===== src/hdl/dfmt_pkg.sv =====
package dfmt_pkg;

   localparam int GuestBits   = 32;
   localparam int FrameBits   = 16;
   localparam int SampleBits  = 20;
   localparam int BufferBits  = 16;
   localparam int BaseBits    = 48;
   localparam int IdxBits     = 2;
   localparam int DivBits     = 64;

   localparam int PhaseBitsDefault = 20;
   localparam int CycleBitsDefault = 64;

   localparam logic [GuestBits-1:0]  GuestReset  = 32'd200000000;
   localparam logic [FrameBits-1:0]  FrameReset  = 16'd60;
   localparam logic [SampleBits-1:0] SampleReset = 20'd44100;
   localparam logic [BufferBits-1:0] BufferReset = 16'd512;

   localparam logic [IdxBits-1:0] RegGuest  = 2'd0;
   localparam logic [IdxBits-1:0] RegFrame  = 2'd1;
   localparam logic [IdxBits-1:0] RegSample = 2'd2;
   localparam logic [IdxBits-1:0] RegBuffer = 2'd3;

   typedef enum logic [1:0] {
      REQ_TICK  = 2'd0,
      REQ_START = 2'd1,
      REQ_STOP  = 2'd2,
      REQ_RESET = 2'd3
   } req_code_type;

   typedef enum logic [1:0] {
      ST_OK       = 2'd0,
      ST_ZERO     = 2'd1,
      ST_SUBCYCLE = 2'd2,
      ST_OVERFLOW = 2'd3
   } status_type;

   // controller -> datapath
   typedef struct packed {
      logic       capture;     // latch request and result-less defaults
      logic       tick;        // serve a tick item
      logic       stop;
      logic       clear;       // reset counters and stop
      logic       div_start;   // launch one division
      logic [1:0] div_sel;     // which division
      logic       vid_build;   // store video cadence from divider
      logic       aud_build;   // store audio cadence
      logic       sched;       // schedule first deadlines
      logic       fail;        // set status and stay stopped
      status_type fail_code;
      logic       finish;      // present result
   } dfmt_cmd_type;

   // datapath -> controller
   typedef struct packed {
      logic       running;
      logic       div_done;
      logic       zero_video;
      logic       zero_audio;
      logic       vbase_zero;
      logic       abase_zero;
   } dfmt_stat_type;

   localparam logic [1:0] DivVidWhole = 2'd0;
   localparam logic [1:0] DivVidFrac  = 2'd1;
   localparam logic [1:0] DivAudWhole = 2'd2;
   localparam logic [1:0] DivAudFrac  = 2'd3;

endpackage


===== src/hdl/dfmt_ctrl.sv =====
// Request sequencer: one transaction at a time, a start runs up to four divisions.
module dfmt_ctrl (
   input  logic                    clock,
   input  logic                    reset,
   input  logic                    req_valid,
   input  logic [1:0]              req_code,
   output logic                    req_ready,
   input  logic                    rsp_ready,
   output logic                    rsp_valid,
   output dfmt_pkg::dfmt_cmd_type  cmd,
   input  dfmt_pkg::dfmt_stat_type stat
);
   import dfmt_pkg::*;

   typedef enum logic [3:0] {
      S_IDLE, S_CHECK, S_VW, S_VF, S_VB, S_AW, S_AF, S_AB, S_SCHED, S_OUT
   } state_type;

   state_type state_ff;
   logic      rsp_valid_ff;
   logic      accept;

   assign accept    = req_valid && req_ready;
   assign req_ready = (state_ff == S_IDLE) && (!rsp_valid_ff || rsp_ready);
   assign rsp_valid = rsp_valid_ff;

   always_comb begin
      cmd = '0;
      cmd.fail_code = ST_OK;
      cmd.capture = accept;
      if (accept) begin
         unique case (req_code_type'(req_code))
            REQ_TICK:  cmd.tick  = 1'b1;
            REQ_STOP:  cmd.stop  = 1'b1;
            REQ_RESET: cmd.clear = 1'b1;
            REQ_START: ;
            default: ;
         endcase
      end
      unique case (state_ff)
         S_CHECK: begin
            if (stat.zero_video) begin
               cmd.fail = 1'b1;
               cmd.fail_code = ST_ZERO;
            end else begin
               cmd.div_start = 1'b1;
               cmd.div_sel = DivVidWhole;
            end
         end
         S_VW: if (stat.div_done) begin
            cmd.div_start = 1'b1;
            cmd.div_sel = DivVidFrac;
         end
         S_VF: if (stat.div_done) cmd.vid_build = 1'b1;
         S_VB: begin
            // video cadence settled before the audio rates are looked at
            if (stat.vbase_zero) begin
               cmd.fail = 1'b1;
               cmd.fail_code = ST_SUBCYCLE;
            end else if (stat.zero_audio) begin
               cmd.fail = 1'b1;
               cmd.fail_code = ST_ZERO;
            end else begin
               cmd.div_start = 1'b1;
               cmd.div_sel = DivAudWhole;
            end
         end
         S_AW: if (stat.div_done) begin
            cmd.div_start = 1'b1;
            cmd.div_sel = DivAudFrac;
         end
         S_AF: if (stat.div_done) cmd.aud_build = 1'b1;
         S_AB: begin
            if (stat.abase_zero) begin
               cmd.fail = 1'b1;
               cmd.fail_code = ST_SUBCYCLE;
            end
         end
         S_SCHED: cmd.sched = 1'b1;
         S_IDLE, S_OUT: ;
         default: ;
      endcase
      cmd.finish = (state_ff == S_OUT);
   end

   always_ff @(posedge clock) begin
      if (reset) begin
         state_ff     <= S_IDLE;
         rsp_valid_ff <= 1'b0;
      end else begin
         if (rsp_valid_ff && rsp_ready) rsp_valid_ff <= 1'b0;
         unique case (state_ff)
            S_IDLE: begin
               if (accept) begin
                  if (req_code_type'(req_code) == REQ_START && !stat.running) begin
                     state_ff <= S_CHECK;
                  end else begin
                     state_ff <= S_OUT;
                  end
               end
            end
            S_CHECK: state_ff <= stat.zero_video ? S_OUT : S_VW;
            S_VW:    if (stat.div_done) state_ff <= S_VF;
            S_VF:    if (stat.div_done) state_ff <= S_VB;
            S_VB:    state_ff <= (stat.vbase_zero || stat.zero_audio) ? S_OUT : S_AW;
            S_AW:    if (stat.div_done) state_ff <= S_AF;
            S_AF:    if (stat.div_done) state_ff <= S_AB;
            S_AB:    state_ff <= stat.abase_zero ? S_OUT : S_SCHED;
            S_SCHED: state_ff <= S_OUT;
            S_OUT: begin
               state_ff     <= S_IDLE;
               rsp_valid_ff <= 1'b1;
            end
            default: state_ff <= S_IDLE;
         endcase
      end
   end
endmodule


===== config.mk =====
export PLATFORM = sky130hd
export DESIGN_NAME = dfmt_ctrl
export DESIGN_NICKNAME = d
export VERILOG_FILES = /design/src/hdl/dfmt_pkg.sv /design/src/hdl/dfmt_ctrl.sv
export SDC_FILE = /design/constraint.sdc
export NUM_CORES = 1
export LEC_CHECK = 0
export ABC_AREA = 1
export ABC_CLOCK_PERIOD_IN_PS = 3200
export CORE_AREA = 2 2 39 41
export DETAILED_ROUTE_END_ITERATION = 12
export DIE_AREA = 0 0 41 43
export DONT_BUFFER_PORTS = 1
export PLACE_DENSITY_LB_ADDON = 0.3
export SYNTH_ARGS = -nofsm -noshare
export SYNTH_HDL_FRONTEND = slang
export SYNTH_SLANG_ARGS = --single-unit

===== constraint.sdc =====
create_clock -name clock -period 3.2 [get_ports clock]
set_input_delay 0.32 -clock clock [delete_from_list [all_inputs] [get_ports clock]]
set_output_delay 0.32 -clock clock [all_outputs]
set_load 0.02 [all_outputs]

Yosys cells after proc, flatten, opt, wreduce, memory -nomap -nowiden
Index checks and enable logic that the tools add are counted.
Word-level totals
  flip-flop bits (word level): 5
  input port bits: 12
  word-level logic and storage cells: 62
  output and inout port bits: 16
Cells by class
  reduce and logical (&&, ||, !) cells: 12
  muxes and demuxes: 31
  equality and inequality tests: 17
Operator list (number)
  $pmux W4 S9: 1
  $mux W4: 8
  $mux W3: 10
  $eq A4 B3 Y1 const B: 4
  $pmux W3 S4: 1
  $mux W1: 10
  $ne A2 B2 Y1 const B: 5
  $pmux W3 S3: 1
  $eq A4 B2 Y1 const B: 2
  $eq A4 B4 Y1 const B: 2
  $reduce_and A5 Y1: 1
  $eq A2 B2 Y1 const B: 2
  $eq A4 B1 Y1 const B: 1
  $logic_and A1 B1 Y1: 4
  $logic_not A4 Y1: 1
  $eq A2 B1 Y1 const B: 1
  $logic_not A1 Y1: 2
  $logic_not A2 Y1: 1
  $logic_or A1 B1 Y1: 2
  $reduce_bool A2 Y1: 1

Depth between registers and ports, before layout
  depth in word-level cells: 6
  mapped depth: 8
  mapped depth without buffers: 8

Worst setup path before layout
Ideal clock, no wire load.
  path type: flip-flop to output port
  from: register state_ff[3]
  to: output cmd[12] (netlist bit)
  path buffers: 0
  cell stages (with the launch flop): 6
  arrival time: 1597 ps
  path slack: 1283 ps
  required time: 2880 ps
  path through: dfxtp_1 -> nor2_4 -> inv_2 -> nor3_2 -> nand2_1 -> nor3_1
RTL lines
  start, declared: line dfmt_ctrl.sv:19  | state_type state_ff;
  start signal, assigned: line dfmt_ctrl.sv:102  | S_CHECK: state_ff <= stat.zero_video ? S_OUT : S_VW;
  start signal, assigned: line dfmt_ctrl.sv:105  | S_VB: state_ff <= (stat.vbase_zero || stat.zero_audio) ? S_OUT : S_AW;
  start signal, assigned: line dfmt_ctrl.sv:108  | S_AB: state_ff <= stat.abase_zero ? S_OUT : S_SCHED;
  end, declared: line dfmt_ctrl.sv:10  | output dfmt_pkg::dfmt_cmd_type cmd,

==> impl_metrics.py <==
metrics = {
    "drt": {
        "dr.pass1.iters": 4,
        "vias": 541,
        "via_per_inst": 5.10,
        "dr.first_iter.drc_count": 9,
        "routed_wl_mm": 1.17,
        "post-route-drc-count": 0,
        "ant_nets": 0,
        "routedWlPerCell_um": 11.0,
    },
    "synthesis": {
        "ys_seq_area_frac": 0.196,
        "synth_compound_area_frac": 0.0929,
        "synthCells": 87,
        "synth_cell_types": 22,
        "synth-main-ff-cell": "dfxtp_1",
        "synthXorXnorAreaFrac": 0,
        "synthMuxAreaShare": 0,
        "yosysWarnings": 0,
        "synth_seq_cells": 5,
        "yosys.area_share.simple": 0.601,
        "syn_area_sq_um": 512,
        "syn_area_per_cell_sq_um": 5.88,
        "syn-num-nets": 99,
        "synth_edf_count": 0,
        "ys_async_sr_fraction": 0,
        "synth_top_family_by_area": "simple AND/OR/NAND/NOR gates",
        "yosys.area_share.adder": 0,
    },
    "cells_and_area": {
        "drive_above_1_share": 0.211,
        "antennaDiodeCount": 0,
        "nets": 103,
        "stdcell_area_sq_um": 551,
        "area_growth_pct": 7.58,
        "stdcell_count": 106,
        "finish.utilization": 0.398,
        "fillers": 162,
    },
    "floorplan": {
        "io_pins": 28,
        "initial_core_util": 0.370,
        "core-area_sq_um": 1380,
        "num_rows": 14,
        "dieHeight_um": 43,
        "die-area_sq_um": 1760,
        "die_width_um": 41,
    },
    "timing": {
        "rsz0062_at_grt": "false",
        "slew_headroom": 0.296,
        "setup_ws_ns": 0.948,
        "period_needed_ns": 2.25,
        "period_share": 0.704,
        "finClkSkew_ns": 0.00231,
        "slew_viol_final": 0,
        "tns_ns": 0,
        "setup_viol": 0,
        "hold_viol": 0,
        "hold_ws_ns": 0.147,
        "tightest_slew_ns": 1.05,
        "fmax_mhz": 444,
    },
    "critical_path": {
        "arrival_ns": 1.93,
        "endpoint_kind": "output pin",
        "critPathMaxFanout": 6,
        "worstSetupPathType": "flop to output pin",
        "r2r_setup_slack_ns": 1.54,
        "cp.required_ns": 2.88,
        "start_kind": "flop",
    },
    "placed_design": {
        "portBuffers": 0,
        "dpl_cell_area_sq_um": 524,
        "dp_slack_ns": 1.19,
        "place.detailed.hpwl_um": 991,
        "dp.cells": 102,
        "place_congestion": 0.739,
    },
    "clocking": {
        "postCtsSetupBuffers": 0,
        "cts_buffers": 3,
        "clockBufferDepth": 2,
        "clock-sinks": 5,
        "htreeDepth": 1,
        "hold_buffers": 0,
        "path_clk_slew_ns": 0.04,
        "cts_resized": 0,
        "clock_latency_ns": 0.24,
        "cts_root_buf": "clkbuf_4",
        "cts_tree": "yes",
    },
    "global_route": {
        "gr-total-overflow": 0,
        "grt_pass1_wl_mm": 1.74,
        "grt_usage": 0.143,
        "grt_max_degree": 8,
        "grt_pass1_vias": 474,
        "antenna_found_initial": 0,
    },
    "pwr": {
        "p_total_mw": 0.372,
        "p_per_area_nw_per_um2": 675,
        "irDropWorstVdd_v": 0.000213,
        "leakagePower_nw": 0.281,
    },
    "min_path": {
        "worstHoldPathType": "input port to flop",
    },
    "run_status": {
        "status": "finished, final reports clean",
    },
    "flow_run": {
        "max_cap_viol_count": 0,
    },
}
## worst paths after layout
check | start | end | cells past startpoint
max | state_ff[1] | cmd[12] | 5
min | reset | state_ff[0] | 1
max reg2reg | state_ff[3] | rsp_valid | 4
min reg2reg | state_ff[1] | state_ff[1] | 2
## synthesized netlist by cell type (2+ instances only)
cell type	number	share of area
dfxtp_1	5	0.20
nand3_1	9	0.088
a21oi_1	4	0.039
inv_2	5	0.037
nand4_1	4	0.049
nand2_4	2	0.044
nor2_4	2	0.044
nor2_2	2	0.024
nand2_2	2	0.024
nor2_1	14	0.10
nand2_1	19	0.14
inv_1	8	0.059
nor3_1	2	0.020
## area by class of cell
class / count / area (sq um) / share of cell area
Multi-Input combinational cell: 68 / 355 / 0.645
Sequential cell: 5 / 100 / 0.182
Inverter: 13 / 48.8 / 0.0886
Clock buffer: 4 / 26.3 / 0.0477
Tap cell: 16 / 20.0 / 0.0364
## placed cells by master, fill, tap and decap left out
master    netlist  final
nor2_1         14     14
nand2_2         2      2
nand3_1         9      9
nand3b_1        1      1
nor3_1          2      2
inv_2           5      5
nor2_4          2      2
dfxtp_1         5      5
nand3_2         1      1
nand2_1        19     19
o21ai_2         1      1
inv_1           8      8
o41ai_1         1      1
clkbuf_4        0      3
a21oi_1         4      4
nor3_2          1      1
nor4_1          1      1
nand2_4         2      2
o21ai_1         1      1
o21ai_0         1      1
nand4_1         4      4
nor2_2          2      2
clkbuf_1        0      1
## flip-flops by register name, indices dropped and copies added, names as in the netlist
register   flops
state_ff       4
rsp_valid      1
## worst max-delay path: stages, from the launching register on
cell     delay [ns]
dfxtp_1        0.35
inv_1          0.10
nand2_1        0.14
nor3_2         0.42
nand2_1        0.17
nor3_1         0.51
## logic make-up after synthesis
group                  after synthesis
AO/OA/AOI/OAI                        8
buffers and inverters               14
flip-flops                           5
AND/OR/NAND/NOR                     60
## power by group
part	total [mW]	internal [mW]	switching (mW)
Sequential	0.0968	0.0758	0.0210
Combinational	0.204	0.0569	0.147
Clock	0.0711	0.0470	0.0241
Total	0.372	0.180	0.192
## routing by layer
layer	routed length (um)	vias to the layer above	track usage
li1	-	289	-
met2	610	11	0.247
met5	0	-	0
met4	0	0	0.0800
met1	491	241	0.152
met3	63	0	0.0209
Power figures use the tool's default switching activity.
